===== src/sv/awnf_pkg.sv =====
package awnf_pkg;

  // Fixed field widths
  localparam int PIX_W     = 24;
  localparam int COORD_W   = 9;
  localparam int CFG_W     = 32;
  localparam int DIM_W     = 10;
  localparam int CFG_IDX_W = 3;
  localparam int FRAC_W    = 16;

  // Datapath widths: 32b signed coef x 10b signed column/row, then a three-term sum
  localparam int PROD_W = CFG_W + COORD_W + 1;
  localparam int SUM_W  = PROD_W + 2;

  // Accept-to-strobe latency of a fetch
  localparam int LATENCY = 5;

  // Defaults for the frame store geometry
  localparam int DEF_MAX_WIDTH  = 512;
  localparam int DEF_MAX_HEIGHT = 512;

  // Opcodes
  localparam logic OP_LOAD  = 1'b0;
  localparam logic OP_FETCH = 1'b1;

  // Register indexes
  localparam logic [CFG_IDX_W-1:0] REG_COEF_X_FROM_COL = 3'd0;
  localparam logic [CFG_IDX_W-1:0] REG_COEF_X_FROM_ROW = 3'd1;
  localparam logic [CFG_IDX_W-1:0] REG_OFFSET_X        = 3'd2;
  localparam logic [CFG_IDX_W-1:0] REG_COEF_Y_FROM_COL = 3'd3;
  localparam logic [CFG_IDX_W-1:0] REG_COEF_Y_FROM_ROW = 3'd4;
  localparam logic [CFG_IDX_W-1:0] REG_OFFSET_Y        = 3'd5;
  localparam logic [CFG_IDX_W-1:0] REG_IMAGE_WIDTH     = 3'd6;
  localparam logic [CFG_IDX_W-1:0] REG_IMAGE_HEIGHT    = 3'd7;

  // Register reset values (identity transform, full 512x512 image)
  localparam logic [CFG_W-1:0] RST_COEF_ONE  = 32'h0001_0000;
  localparam logic [CFG_W-1:0] RST_COEF_ZERO = 32'h0000_0000;
  localparam logic [DIM_W-1:0] RST_DIM       = 10'd512;

  typedef struct packed {
    logic             opcode;
    logic [COORD_W-1:0] column;
    logic [COORD_W-1:0] row;
    logic [PIX_W-1:0]   pixel_in;
  } in_t;

  typedef struct packed {
    logic [PIX_W-1:0]   pixel_out;
    logic [COORD_W-1:0] source_column;
    logic [COORD_W-1:0] source_row;
  } out_t;

  typedef struct packed {
    logic [CFG_W-1:0] coef_x_from_col;
    logic [CFG_W-1:0] coef_x_from_row;
    logic [CFG_W-1:0] offset_x;
    logic [CFG_W-1:0] coef_y_from_col;
    logic [CFG_W-1:0] coef_y_from_row;
    logic [CFG_W-1:0] offset_y;
    logic [DIM_W-1:0] image_width;
    logic [DIM_W-1:0] image_height;
  } cfg_regs_t;

  // Frame store access issued by the mapping pipeline
  typedef struct packed {
    logic we;
    logic rd;
  } ram_req_t;

endpackage


===== src/sv/awnf_map.sv =====
module awnf_map
  import awnf_pkg::*;
#(
  parameter int MAX_WIDTH  = DEF_MAX_WIDTH,
  parameter int MAX_HEIGHT = DEF_MAX_HEIGHT
) (
  input  logic                                     clk,
  input  logic                                     rst_n,
  input  logic                                     in_take,
  input  in_t                                      in_item,
  input  cfg_regs_t                                cfg,
  output ram_req_t                                 req,
  output logic [$clog2(MAX_WIDTH*MAX_HEIGHT)-1:0]  req_addr,
  output logic [PIX_W-1:0]                         req_wdata,
  output logic [COORD_W-1:0]                       req_col,
  output logic [COORD_W-1:0]                       req_row
);

  localparam int XW = $clog2(MAX_WIDTH);
  localparam int YW = $clog2(MAX_HEIGHT);
  localparam int AW = $clog2(MAX_WIDTH*MAX_HEIGHT);
  localparam logic [AW-1:0] MW_A = AW'(MAX_WIDTH);

  // Stage 1: products
  logic                      v1_r, op1_r;
  logic [COORD_W-1:0]        col1_r, row1_r;
  logic [PIX_W-1:0]          pix1_r;
  logic signed [PROD_W-1:0]  pxc_r, pxr_r, pyc_r, pyr_r;

  // Stage 2: sums
  logic                      v2_r, op2_r;
  logic [COORD_W-1:0]        col2_r, row2_r;
  logic [PIX_W-1:0]          pix2_r;
  logic signed [SUM_W-1:0]   sum_x_r, sum_y_r;

  // Stage 3: clamped point or load point
  logic                      we3_r, rd3_r;
  logic [XW-1:0]             x3_r;
  logic [YW-1:0]             y3_r;
  logic [PIX_W-1:0]          pix3_r;

  // Stage 4: frame store address
  logic                      we4_r, rd4_r;
  logic [AW-1:0]             addr4_r;
  logic [PIX_W-1:0]          pix4_r;
  logic [COORD_W-1:0]        col4_r, row4_r;

  logic [XW-1:0]             wlim, xc, x3_nxt;
  logic [YW-1:0]             hlim, yc, y3_nxt;
  logic signed [SUM_W-1:0]   top_x, top_y;
  logic                      load_ok;

  // Last valid column and row, from the size registers
  always_comb begin
    if (cfg.image_width == '0) begin
      wlim = '0;
    end else if (32'(cfg.image_width) > 32'(MAX_WIDTH)) begin
      wlim = XW'(MAX_WIDTH - 1);
    end else begin
      wlim = XW'(cfg.image_width - 10'd1);
    end
    if (cfg.image_height == '0) begin
      hlim = '0;
    end else if (32'(cfg.image_height) > 32'(MAX_HEIGHT)) begin
      hlim = YW'(MAX_HEIGHT - 1);
    end else begin
      hlim = YW'(cfg.image_height - 10'd1);
    end
  end

  // Clamp to [0, last] in signed Q28.16 and drop the fraction
  always_comb begin
    top_x = $signed({{(SUM_W-FRAC_W-XW){1'b0}}, wlim, {FRAC_W{1'b0}}});
    top_y = $signed({{(SUM_W-FRAC_W-YW){1'b0}}, hlim, {FRAC_W{1'b0}}});
    if (sum_x_r[SUM_W-1]) begin
      xc = '0;
    end else if (sum_x_r > top_x) begin
      xc = wlim;
    end else begin
      xc = sum_x_r[FRAC_W +: XW];
    end
    if (sum_y_r[SUM_W-1]) begin
      yc = '0;
    end else if (sum_y_r > top_y) begin
      yc = hlim;
    end else begin
      yc = sum_y_r[FRAC_W +: YW];
    end
  end

  // Loads outside the store are dropped
  always_comb begin
    load_ok = (32'(col2_r) < 32'(MAX_WIDTH)) && (32'(row2_r) < 32'(MAX_HEIGHT));
    if (op2_r == OP_FETCH) begin
      x3_nxt = xc;
      y3_nxt = yc;
    end else begin
      x3_nxt = XW'(col2_r);
      y3_nxt = YW'(row2_r);
    end
  end

  // Control: valid bits through the stages
  always_ff @(posedge clk) begin
    if (!rst_n) begin
      v1_r  <= 1'b0;
      v2_r  <= 1'b0;
      we3_r <= 1'b0;
      rd3_r <= 1'b0;
      we4_r <= 1'b0;
      rd4_r <= 1'b0;
    end else begin
      v1_r  <= in_take;
      v2_r  <= v1_r;
      we3_r <= v2_r && (op2_r == OP_LOAD) && load_ok;
      rd3_r <= v2_r && (op2_r == OP_FETCH);
      we4_r <= we3_r;
      rd4_r <= rd3_r;
    end
  end

  // Datapath
  always_ff @(posedge clk) begin
    op1_r   <= in_item.opcode;
    col1_r  <= in_item.column;
    row1_r  <= in_item.row;
    pix1_r  <= in_item.pixel_in;
    pxc_r   <= $signed(cfg.coef_x_from_col) * $signed({1'b0, in_item.column});
    pxr_r   <= $signed(cfg.coef_x_from_row) * $signed({1'b0, in_item.row});
    pyc_r   <= $signed(cfg.coef_y_from_col) * $signed({1'b0, in_item.column});
    pyr_r   <= $signed(cfg.coef_y_from_row) * $signed({1'b0, in_item.row});

    op2_r   <= op1_r;
    col2_r  <= col1_r;
    row2_r  <= row1_r;
    pix2_r  <= pix1_r;
    sum_x_r <= SUM_W'(pxc_r) + SUM_W'(pxr_r) + SUM_W'($signed(cfg.offset_x));
    sum_y_r <= SUM_W'(pyc_r) + SUM_W'(pyr_r) + SUM_W'($signed(cfg.offset_y));

    x3_r    <= x3_nxt;
    y3_r    <= y3_nxt;
    pix3_r  <= pix2_r;

    addr4_r <= AW'(y3_r) * MW_A + AW'(x3_r);
    pix4_r  <= pix3_r;
    col4_r  <= COORD_W'(x3_r);
    row4_r  <= COORD_W'(y3_r);
  end

  assign req.we    = we4_r;
  assign req.rd    = rd4_r;
  assign req_addr  = addr4_r;
  assign req_wdata = pix4_r;
  assign req_col   = col4_r;
  assign req_row   = row4_r;

endmodule


===== config.mk =====
export PLATFORM = sky130hd
export DESIGN_NAME = awnf_map
export DESIGN_NICKNAME = d
export VERILOG_FILES = /design/src/sv/awnf_pkg.sv /design/src/sv/awnf_map.sv
export SDC_FILE = /design/constraint.sdc
export NUM_CORES = 2
export LEC_CHECK = 0
export ABC_CLOCK_PERIOD_IN_PS = 6500
export BUFFER_PORTS_ARGS = -buffer_cell sky130_fd_sc_hd__buf_2
export CORE_ASPECT_RATIO = 1.4
export CORE_UTILIZATION = 50
export DETAILED_ROUTE_END_ITERATION = 6
export PLACE_DENSITY_LB_ADDON = 0.2
export SYNTH_ARGS = -nofsm -noshare
export SYNTH_HDL_FRONTEND = slang
export SYNTH_SLANG_ARGS = --single-unit

===== constraint.sdc =====
create_clock -name clk -period 6.5 [get_ports clk]
set_input_delay 1.3 -clock clk [delete_from_list [all_inputs] [get_ports clk]]
set_output_delay 1.3 -clock clk [all_outputs]
set_load 0.05 [all_outputs]

==> flow_summary_export.csv <==
group,metric,value,unit
die,core,0.110,mm^2
yosys,ys_seq_area_frac,0.154,
cts,clockBufferDepth,3,
worst_setup_path,critPathMaxFanout,12,
global_routing,globalRouteTotalUtil,0.272,
global_routing,grt_start_max_net_pins,41,
placed_design,pre_cts_ws,-778,ps
worst_setup_path,startpoint_type,"input pin",
worst_setup_path,path_class,"in -> reg",
placed_design,hpwlAfterDp,130000,um
die,die_width,285,um
flow_run,drv_cap,0,
timing,fmax,158,MHz
global_routing,grt-ovfl-total,0,
cts,cts-root-buf,"clkbuf_16",
cts,hold_buffers,0,
final_layout,utilization,0.592,
worst_setup_path,cp.arrival,6830,ps
route,vias,43300,
yosys,ys_types,84,
die,io_pins,320,
final_layout,nets,8589,
cts,insertion_delay,580,ps
route,antenna_left,0,
timing,fin_crit,6340,ps
cts,cts_tree,"built",
yosys,yosys_most_used_dff,"dfxtp_1",
yosys,netlist_top_cells_area,"fa_1 37%, dfxtp_1 15%, ha_1 10%",
route,first_pass_iters,5,
die,rows,144,
global_routing,grt_pass1_wl,243000,um
yosys,syn_area_per_cell,9.20,um^2
worst_setup_path,critPathCaptureType,"flip-flop",
cts,h-tree-depth,2,
yosys,async_flop_share,0,
die,start_util,0.507,
yosys,yosysMostFrequentCell,"inv_1",
yosys,synth_top_area_share,0.366,
cts,cts_sinks,432,
route,wl_per_cell,18.1,um
yosys,synth_edf_count,0,
yosys,synth_area,0.0560,mm^2
final_layout,fill_cells,9740,
cts,clk_pin_slew,70,ps
global_routing,grt_pass1_vias,47500,
timing,setup_viol,0,
status,status,"finished clean",
cts,cts_buffers,44,
yosys,synth_area_leader_cell,"fa_1",
route,vias_per_cell,5.18,
placed_design,gp_congestion,0.921,
die,fp.dieH,398,um
yosys,synth_cells,6087,
placed_design,port_buffers,319,
timing,slew_headroom,0.451,
timing,timing.final.ws_setup,162,ps
yosys,yosys_register_bits,432,
yosys,syn_nets,7827,
timing,finalMaxSlewViolations,0,
yosys,synth_top_cells_by_count,"1149 x inv_1, 1022 x fa_1, 783 x nand2_1",
timing,whs,323,ps
min_path,hp-class,"reg -> reg",
timing,fin_setup_tns,0,ps
die,design.die.area,0.113,mm^2
min_path,hold_path_depth,0,
worst_setup_path,reg2reg_depth,13,
yosys,synth_warnings,0,
route,drc_errors,0,
timing,worst_pin_slew,824,ps
timing,timing.final.crit_share,0.975,
final_layout,syn2layout_area_growth,16.8,%
global_routing,antenna_found_initial,32,
timing,fin_skew,19.8,ps
route,drt_iter0_markers,1779,
timing,final_hold_viol_count,0,
worst_setup_path,crit_required,6990,ps
route,wirelength,151000,um
final_layout,drive_gt1_frac,0.163,
-- placed cells by master (no fill, tap or decap), types with 8 or more instances in the layout --
master	n
and2_1	511
nor4_1	24
buf_2	311
nand2b_1	23
nand4_1	29
buf_4	635
a21o_1	114
clkbuf_16	47
xor2_1	76
mux2i_1	9
a211oi_1	27
o21ai_0	106
a2111oi_0	8
o21ai_1	10
diode_2	8
a221oi_1	9
nor2_1	173
fa_1	1019
nor2b_1	22
nand2_1	781
o2bb2ai_1	14
o21a_1	32
dfxtp_1	432
o21bai_1	35
a31oi_1	16
and3_1	23
or2_2	12
nand3_1	65
xnor2_1	155
a21oi_2	8
o211ai_1	17
o31ai_1	12
or3_1	12
ha_1	457
buf_12	20
a21oi_1	233
inv_1	1148
nor3_1	54
-- final timing paths --
path / slack [ps] / to / from
worst max register to register: 2510 / sum_x_r[39]$_DFF_P_ / pxr_r[1]$_DFF_P_
worst min register to register: 320 / row2_r[2]$_DFF_P_ / row1_r[2]$_DFF_P_
worst min-delay path: 320 / row2_r[2]$_DFF_P_ / row1_r[2]$_DFF_P_
worst max-delay path: 160 / pyc_r[38]$_DFF_P_ / in_item[38]
-- logic make-up (layout without fill, tap and decap cells) --
logic type                 after synthesis  count (layout)  share of synthesized area
other                                    0               8                          0
AOI/OAI and AO/OA                      747             747                     0.0892
and+or+nand+nor                       1773            1773                      0.154
DFF                                    432             432                      0.154
muxes                                    9               9                    0.00161
xor gates and xnor gates               231             231                     0.0361
buffers and inverters                 1413            2208                     0.0961
adders and majority gates             1482            1482                      0.468
-- area by class of cell --
class | instances | area, um^2 | area share
Antenna cell | 8 | 20.0 | 0.000306
Timing Repair Buffer | 980 | 6900 | 0.106
Sequential cell | 432 | 8650 | 0.132
Inverter | 1149 | 4310 | 0.0660
Clock buffer | 58 | 1230 | 0.0189
Clock inverter | 21 | 309 | 0.00473
Multi-Input combinational cell | 4242 | 42100 | 0.644
Tap cell | 1460 | 1830 | 0.0279
-- through the flow --
| step | area (um^2) | cells |
|---|---|---|
| 6_report | 65400 | 8350 |
| 5_1_grt | 65300 | 8343 |
| 3_5_place_dp | 63600 | 8259 |
| 3_3_place_gp | 63600 | 8259 |
| 2_1_floorplan | 56200 | 6087 |
| 4_1_cts | 65100 | 8338 |
-- critical path, stage by stage --
cell	delay, ps
clkbuf_4	230
buf_12	190
buf_4	160
buf_4	200
and2_1	170
fa_1	440
fa_1	590
fa_1	440
fa_1	550
inv_1	70
fa_1	470
inv_1	40
ha_1	300
a21o_1	170
a21o_1	160
a21o_1	180
a21oi_1	190
o21ai_1	130
a211oi_2	210
buf_4	170
o31ai_1	80
a21oi_1	190
xnor2_1	160
-- layer usage --
metal  vias to the layer above  track usage  share of wire
met5                         -            0         0.0014
met4                        36        0.117          0.047
li1                      20300            -              -
met1                     21600        0.292           0.36
met3                       347       0.0357          0.043
met2                       910        0.528           0.54
-- repair_timing --
action                                  4_1_cts  5_1_grt
pin swaps                                     0       11
buffers inserted                              0        3
gates cloned                                  0        2
endpoints found under the setup margin        5       37
gates resized for setup                       2       46
-- state kept, by name, summed over array words and instances, names as in the netlist, 2 cells and up --
signal	cells
sum_y_r	44
req_addr	2
req_wdata	24
x3_r	9
pyc_r	42
req_row	8
y3_r	9
pix1_r	24
pix2_r	24
pxc_r	42
col1_r	9
row1_r	9
pyr_r	42
pix3_r	24
col2_r	9
req_col	8
row2_r	9
pxr_r	42
sum_x_r	44
Power is left out: the tool's default activity adds up to more than one toggle a clock period on the data nets, which glitch-free logic cannot reach.
