`src/sv/awnf_pkg.sv`:
```
package awnf_pkg;

  // Fixed field widths
  localparam int PIX_W     = 24;
  localparam int COORD_W   = 9;
  localparam int CFG_W     = 32;
  localparam int DIM_W     = 10;
  localparam int CFG_IDX_W = 3;
  localparam int FRAC_W    = 16;

  // Datapath widths: 32b signed coef x 10b signed column/row, then a three-term sum
  localparam int PROD_W = CFG_W + COORD_W + 1;
  localparam int SUM_W  = PROD_W + 2;

  // Accept-to-strobe latency of a fetch
  localparam int LATENCY = 5;

  // Defaults for the frame store geometry
  localparam int DEF_MAX_WIDTH  = 512;
  localparam int DEF_MAX_HEIGHT = 512;

  // Opcodes
  localparam logic OP_LOAD  = 1'b0;
  localparam logic OP_FETCH = 1'b1;

  // Register indexes
  localparam logic [CFG_IDX_W-1:0] REG_COEF_X_FROM_COL = 3'd0;
  localparam logic [CFG_IDX_W-1:0] REG_COEF_X_FROM_ROW = 3'd1;
  localparam logic [CFG_IDX_W-1:0] REG_OFFSET_X        = 3'd2;
  localparam logic [CFG_IDX_W-1:0] REG_COEF_Y_FROM_COL = 3'd3;
  localparam logic [CFG_IDX_W-1:0] REG_COEF_Y_FROM_ROW = 3'd4;
  localparam logic [CFG_IDX_W-1:0] REG_OFFSET_Y        = 3'd5;
  localparam logic [CFG_IDX_W-1:0] REG_IMAGE_WIDTH     = 3'd6;
  localparam logic [CFG_IDX_W-1:0] REG_IMAGE_HEIGHT    = 3'd7;

  // Register reset values (identity transform, full 512x512 image)
  localparam logic [CFG_W-1:0] RST_COEF_ONE  = 32'h0001_0000;
  localparam logic [CFG_W-1:0] RST_COEF_ZERO = 32'h0000_0000;
  localparam logic [DIM_W-1:0] RST_DIM       = 10'd512;

  typedef struct packed {
    logic             opcode;
    logic [COORD_W-1:0] column;
    logic [COORD_W-1:0] row;
    logic [PIX_W-1:0]   pixel_in;
  } in_t;

  typedef struct packed {
    logic [PIX_W-1:0]   pixel_out;
    logic [COORD_W-1:0] source_column;
    logic [COORD_W-1:0] source_row;
  } out_t;

  typedef struct packed {
    logic [CFG_W-1:0] coef_x_from_col;
    logic [CFG_W-1:0] coef_x_from_row;
    logic [CFG_W-1:0] offset_x;
    logic [CFG_W-1:0] coef_y_from_col;
    logic [CFG_W-1:0] coef_y_from_row;
    logic [CFG_W-1:0] offset_y;
    logic [DIM_W-1:0] image_width;
    logic [DIM_W-1:0] image_height;
  } cfg_regs_t;

  // Frame store access issued by the mapping pipeline
  typedef struct packed {
    logic we;
    logic rd;
  } ram_req_t;

endpackage

```
`src/sv/awnf_cfg.sv`:
```
module awnf_cfg
  import awnf_pkg::*;
(
  input  logic                 clk,
  input  logic                 rst_n,
  input  logic                 cfg_we,
  input  logic [CFG_IDX_W-1:0] cfg_index,
  input  logic [CFG_W-1:0]     cfg_wdata,
  output cfg_regs_t            regs
);

  cfg_regs_t regs_r;
  cfg_regs_t regs_nxt;

  // Register write decode
  always_comb begin
    regs_nxt = regs_r;
    if (cfg_we) begin
      unique case (cfg_index)
        REG_COEF_X_FROM_COL: regs_nxt.coef_x_from_col = cfg_wdata;
        REG_COEF_X_FROM_ROW: regs_nxt.coef_x_from_row = cfg_wdata;
        REG_OFFSET_X:        regs_nxt.offset_x        = cfg_wdata;
        REG_COEF_Y_FROM_COL: regs_nxt.coef_y_from_col = cfg_wdata;
        REG_COEF_Y_FROM_ROW: regs_nxt.coef_y_from_row = cfg_wdata;
        REG_OFFSET_Y:        regs_nxt.offset_y        = cfg_wdata;
        REG_IMAGE_WIDTH:     regs_nxt.image_width     = cfg_wdata[DIM_W-1:0];
        REG_IMAGE_HEIGHT:    regs_nxt.image_height    = cfg_wdata[DIM_W-1:0];
        default: ;
      endcase
    end
  end

  always_ff @(posedge clk) begin
    if (!rst_n) begin
      regs_r.coef_x_from_col <= RST_COEF_ONE;
      regs_r.coef_x_from_row <= RST_COEF_ZERO;
      regs_r.offset_x        <= RST_COEF_ZERO;
      regs_r.coef_y_from_col <= RST_COEF_ZERO;
      regs_r.coef_y_from_row <= RST_COEF_ONE;
      regs_r.offset_y        <= RST_COEF_ZERO;
      regs_r.image_width     <= RST_DIM;
      regs_r.image_height    <= RST_DIM;
    end else begin
      regs_r <= regs_nxt;
    end
  end

  assign regs = regs_r;

endmodule

```
`config.mk`:
```
export PLATFORM = sky130hd
export DESIGN_NAME = awnf_cfg
export DESIGN_NICKNAME = d
export VERILOG_FILES = /design/src/sv/awnf_pkg.sv /design/src/sv/awnf_cfg.sv
export SDC_FILE = /design/constraint.sdc
export NUM_CORES = 1
export LEC_CHECK = 0
export BUFFER_PORTS_ARGS = -buffer_cell sky130_fd_sc_hd__buf_2
export CAP_MARGIN = 20
export CORE_AREA = 2 2 142 144
export CTS_BUF_LIST = sky130_fd_sc_hd__clkbuf_8
export CTS_CLUSTER_DIAMETER = 60
export DETAILED_ROUTE_END_ITERATION = 12
export DIE_AREA = 0 0 144 146
export GPL_ROUTABILITY_DRIVEN = 1
export MAX_ROUTING_LAYER = met4
export PLACE_DENSITY = 0.72
export SLEW_MARGIN = 10
export SYNTH_ARGS = -nofsm -noshare
export SYNTH_HDL_FRONTEND = slang
export SYNTH_SLANG_ARGS = --single-unit
```
`constraint.sdc`:
```
create_clock -name clk -period 1.86 [get_ports clk]
set_clock_uncertainty 0.2 [all_clocks]
set_input_delay 0.372 -clock clk [delete_from_list [all_inputs] [get_ports clk]]
set_output_delay 0.372 -clock clk [all_outputs]
set_load 0.02 [all_outputs]
```
==> results.sh, run 1 <==
export IMPL_status="completed"
export IMPL_multi_input_area_um2=3200
export IMPL_power_density_nw_per_um2=952
export IMPL_vias=6064
export IMPL_chipHeight_um=146
export IMPL_finalHoldViolCount=0
export IMPL_hold_class="input port to flip-flop"
export IMPL_critPathMaxFanout=26
export IMPL_min_period_over_period=0.901
export IMPL_cts_tree="yes"
export IMPL_grt_usage=0.205
export IMPL_synth_area_per_cell_um2=10.4
export IMPL_grt_pass1_wl_mm=32.8
export IMPL_finalWirelength_mm=21.3
export IMPL_root_buffer="clkbuf_8"
export IMPL_min_path_cells=3
export IMPL_synthTopCellsByArea="dfxtp_1, mux2i_1, nand2_1"
export IMPL_postPlaceCellArea_um2=9380
export IMPL_post_cts_buffers=0
export IMPL_via_per_inst=4.70
export IMPL_layout_drive_gt1_share=0.332
export IMPL_crit_type="input port to flip-flop"
export IMPL_core_area_um2=19300
export IMPL_netlist_area_um2=7660
export IMPL_sw_frac_of_total=0.237
export IMPL_io_buffers=249
export IMPL_drt_pass1_iterations=4
export IMPL_slew_headroom=0.725
export IMPL_largest_register_ffs=212
export IMPL_crit_required_ns=2.07
export IMPL_yosysTopAreaCell="dfxtp_1"
export IMPL_die_area_um2=21000
export IMPL_cp_end_kind="flip-flop"
export IMPL_switching_power_w=0.00230
export IMPL_ff_latch_area_um2=4240
export IMPL_num_io_pins=250
export IMPL_setup_tns_ns=0
export IMPL_dp_hpwl_mm=14.6
export IMPL_die_w_um=144
export IMPL_yosys_area_top_type_share=0.554
export IMPL_synthDistinctLibCells=15
export IMPL_rsz0062_at_grt="no"
export IMPL_max_cap_violations=0
export IMPL_wire_per_inst_um=16.5
export IMPL_nets=1039
export IMPL_start_util=0.396
export IMPL_cp_start_kind="input port"
export IMPL_layout_commonest_cell="buf_2"
export IMPL_clkPwrFrac=0.438
export IMPL_cp_arrival_ns=1.89
export IMPL_setup_viol=0
export IMPL_area_growth_pct=32.6
export IMPL_grt_pass1_vias=6067
export IMPL_ir_drop_mv=0.559
export IMPL_maxSlewViolCount=0
export IMPL_antenna_found_initial=1
export IMPL_fmax_mhz=597
export IMPL_clk_insertion_delay_late_ns=0.49
export IMPL_post_route_util=0.525
export IMPL_ant_nets=0
export IMPL_fill_cells=1787
export IMPL_pwr_share_seq=0.485
export IMPL_drt_iter0_markers=167
export IMPL_worstMarginPinSlew_ns=0.412
export IMPL_whs_ns=0.0594
export IMPL_clock_sinks=212
export IMPL_p_leak_nw=5.58
export IMPL_synth_cells=734
export IMPL_synth_net_count=772
export IMPL_yosysWarnings=0
export IMPL_final_cell_mix="buf_2, nand2_1, mux2i_1, dfxtp_1, clkbuf_8"
export IMPL_power_frac_comb=0.077
export IMPL_cts_buffers=35
export IMPL_num_rows=51
export IMPL_gr_total_overflow=0
export IMPL_place_gp_congestion=0.780
export IMPL_post_route_min_period_ns=1.68
export IMPL_intPower_w=0.00737
export IMPL_h_tree_depth=2
export IMPL_grt_max_degree=37
export IMPL_drc=0
export IMPL_r2r_cells=2
export IMPL_finalInstanceArea_um2=10200
export IMPL_ys_seq_elements=212
export IMPL_clk_pin_slew_ns=0.06
export IMPL_clk_path_buf_depth=3
export IMPL_synth_seq_area_share=0.554
==> worst max-delay path, cell delays in order <==
cell           delay [ns]
dlygate4sd3_1        0.54
buf_6                0.24
buf_12               0.22
nand2_1              0.26
mux2i_1              0.22
==> path summary, 6_finish.rpt <==
check	from	endpoint	slack, ns
worst max register to register	regs[18]	regs[18]	1.00
worst max-delay path	rst_n	regs[188]	0.18
worst min register to register	regs[151]	regs[151]	0.25
worst min-delay path	cfg_wdata[20]	regs[72]	0.06
==> cells in the mapped netlist, drive strengths merged <==
cell / instances
nor2b: 6
nand4bb: 2
mux2i: 212
nand4: 1
dfxtp: 212
nand2: 240
clkbuf: 29
nor4bb: 1
nand4b: 3
buf: 26
nor4b: 1
or4b: 1
==> area by class of cell <==
class	count	area share
clock inverter	11	0.00702
multi-input combinational	467	0.315
antenna	1	0.000246
sequential	212	0.418
timing repair buffer	285	0.161
clock buffer	49	0.0664
tap	265	0.0326
==> through the flow <==
stage	total power [W]	instances	setup WS [ns]
2_1_floorplan	0.00522	734	0.123
3_3_place_gp	0.00552	1226	0.103
3_5_place_dp	0.00553	1226	0.0743
4_1_cts	0.00979	1289	0.187
5_1_grt	0.0100	1290	0.0918
6_report	0.00967	1290	0.185
==> kinds of logic after synthesis <==
kind of cell / synth area share
buffers and inverters: 0.0351
AND/OR/NAND/NOR: 0.134
multiplexers: 0.277
flip-flops: 0.554
==> power by group through the flow <==
stage | combinational, W | sequential [W] | clock [W]
finish | 0.000741 | 0.00469 | 0.00424
global route | 0.000797 | 0.00470 | 0.00454
detailed placement | 0.000740 | 0.00479 | 0
CTS | 0.000749 | 0.00469 | 0.00434
floorplan | 0.000311 | 0.00491 | 0
global placement | 0.000733 | 0.00479 | 0
==> timing repair <==
| item | 4_1_cts | 5_1_grt |
|---|---|---|
| gates resized for setup | 0 | 0 |
| endpoints found under the hold margin | 8 | 0 |
| hold buffers | 3 | 0 |
==> per-layer routing <==
metal  part of all wire  track usage
met1               0.45        0.254
met2               0.47        0.330
met3              0.073       0.0566
met4              0.015       0.0490
met5                  0            -
No activity file was read; power rests on OpenSTA's default activity.
==> run 2, diff against run 1 <==
- HOLD_SLACK_MARGIN: not set -> 0.15
- PLACE_DENSITY: 0.72 -> not set
- PLACE_DENSITY_LB_ADDON: not set -> 0.08
==> run 2 against run 1 <==
Net effect:
- final cell count up 2.2%
- utilization up 1.4 points
- fmax down 1.9%
- total power down 1.6%
- flip-flop and latch count unchanged
- sequential share of layout area down 1.1 points
- worst hold slack better by 0.095 ns
- count of clock-buffer cells in the layout down 2
- sequential power about the same
- critical path type unchanged
- largest cell class unchanged
- highest routed layer unchanged
==> results.sh, run 2 (synthesized netlist as in run 1, its figures left out) <==
export IMPL_cts_tree="yes"
export IMPL_maxSlewViolCount=0
export IMPL_num_io_pins=250
export IMPL_worstMarginPinSlew_ns=0.483
export IMPL_die_area_um2=21000
export IMPL_min_period_over_period=0.919
export IMPL_vias=6201
export IMPL_rsz0062_at_grt="no"
export IMPL_wire_per_inst_um=17.2
export IMPL_cp_start_kind="input port"
export IMPL_grt_max_degree=29
export IMPL_clock_sinks=212
export IMPL_fill_cells=1801
export IMPL_nets=1073
export IMPL_status="completed"
export IMPL_h_tree_depth=2
export IMPL_finalWirelength_mm=22.6
export IMPL_cts_buffers=37
export IMPL_setup_tns_ns=0
export IMPL_drt_pass1_iterations=4
export IMPL_ir_drop_mv=0.514
export IMPL_cp_arrival_ns=1.94
export IMPL_finalInstanceArea_um2=10400
export IMPL_place_gp_congestion=0.776
export IMPL_root_buffer="clkbuf_8"
export IMPL_critPathMaxFanout=25
export IMPL_slew_headroom=0.677
export IMPL_power_density_nw_per_um2=912
export IMPL_die_w_um=144
export IMPL_num_rows=51
export IMPL_chipHeight_um=146
export IMPL_slowest_delay_ns=0.74
export IMPL_largest_register_ffs=212
export IMPL_io_buffers=249
export IMPL_post_place_cells=1225
export IMPL_layout_commonest_cell="buf_2"
export IMPL_grt_pass1_vias=6145
export IMPL_start_util=0.396
export IMPL_crit_required_ns=2.09
export IMPL_antenna_found_initial=1
export IMPL_p_leak_nw=5.68
export IMPL_clk_insertion_delay_late_ns=0.51
export IMPL_cpLargestDelayFamily="buffers and inverters"
export IMPL_finalHoldViolCount=0
export IMPL_crit_type="input port to flip-flop"
export IMPL_via_per_inst=4.70
export IMPL_clk_path_buf_depth=3
export IMPL_layout_drive_gt1_share=0.318
export IMPL_crit_chain="buf_6 -> dlygate4sd3_1 -> buf_12 -> nand2_1 -> mux2i_1"
export IMPL_gr_total_overflow=0
export IMPL_cp_num_buf_inv=3
export IMPL_hold_class="input port to flip-flop"
export IMPL_area_growth_pct=36.2
export IMPL_fmax_mhz=585
export IMPL_drc=0
export IMPL_setup_viol=0
export IMPL_cp_slowest_cell="dlygate4sd3_1"
export IMPL_ant_nets=0
export IMPL_final_cell_mix="buf_2, nand2_1, mux2i_1, dfxtp_1, clkbuf_8"
export IMPL_core_area_um2=19300
export IMPL_grt_pass1_wl_mm=34.7
export IMPL_max_cap_violations=0
export IMPL_post_cts_buffers=0
export IMPL_drt_iter0_markers=169
export IMPL_postPlaceCellArea_um2=9380
export IMPL_stdcell_count=1319
export IMPL_cp_end_kind="flip-flop"
export IMPL_post_route_util=0.540
export IMPL_clk_pin_slew_ns=0.06
export IMPL_grt_usage=0.218
export IMPL_dp_hpwl_mm=15.2
export IMPL_post_route_min_period_ns=1.71
export IMPL_total_power_w=0.00951
==> run 2: layout make-up <==
class	instances	area, µm²	share of cell area
Sequential cell	212	4240	0.407
Antenna cell	1	2.50	0.000240
Multi-Input combinational cell	467	3200	0.307
Clock inverter	10	42.5	0.00408
Clock buffer	47	647	0.0620
Timing Repair Buffer	317	1970	0.188
Tap cell	265	332	0.0318
==> run 2: power by group <==
group          internal [W]  leakage [nW]  switching [W]
clock               0.00224         0.385        0.00178
sequential          0.00464          1.72      0.0000499
combinational      0.000307          3.58       0.000496
==> run 2: worst min-delay path, cell delays in order <==
cell and delay (ns):
buf_6 0.15, buf_12 0.17, nand2_1 0.07, mux2i_1 0.05
==> run 2: through the flow <==
| step | hold WS [ns] | setup WS [ns] |
|---|---|---|
| floorplan | 0.333 | 0.123 |
| global placement | 0.240 | 0.0827 |
| detailed placement | 0.245 | 0.0361 |
| CTS | 0.151 | 0.129 |
| global route | 0.153 | 0.0829 |
| finish | 0.154 | 0.151 |
==> run 2: routing by layer <==
metal  wire length, µm  vias to the layer above  global-route usage
met2             10500                      199               0.345
met3              1550                       37              0.0599
met4               454                        0              0.0627
met1             10100                     2925               0.272
met5                 0                        -                   -
li1                  -                     3040                   -
==> run 2: timing repair <==
action | 4_1_cts | 5_1_grt
endpoints found under the hold margin | 127 | 0
resized for setup | 0 | 0
hold buffers | 37 | 0
endpoints found under the setup margin | 0 | 1
==> run 2: worst paths after layout <==
path / startpoint / to / slack (ns) / cells after the start
setup / recovery: rst_n / regs[206] / 0.15 / 5
hold reg to reg: regs[126] / regs[126] / 0.25 / 2
hold / removal: rst_n / regs[130] / 0.15 / 4
setup reg to reg: regs[36] / regs[36] / 0.50 / 3
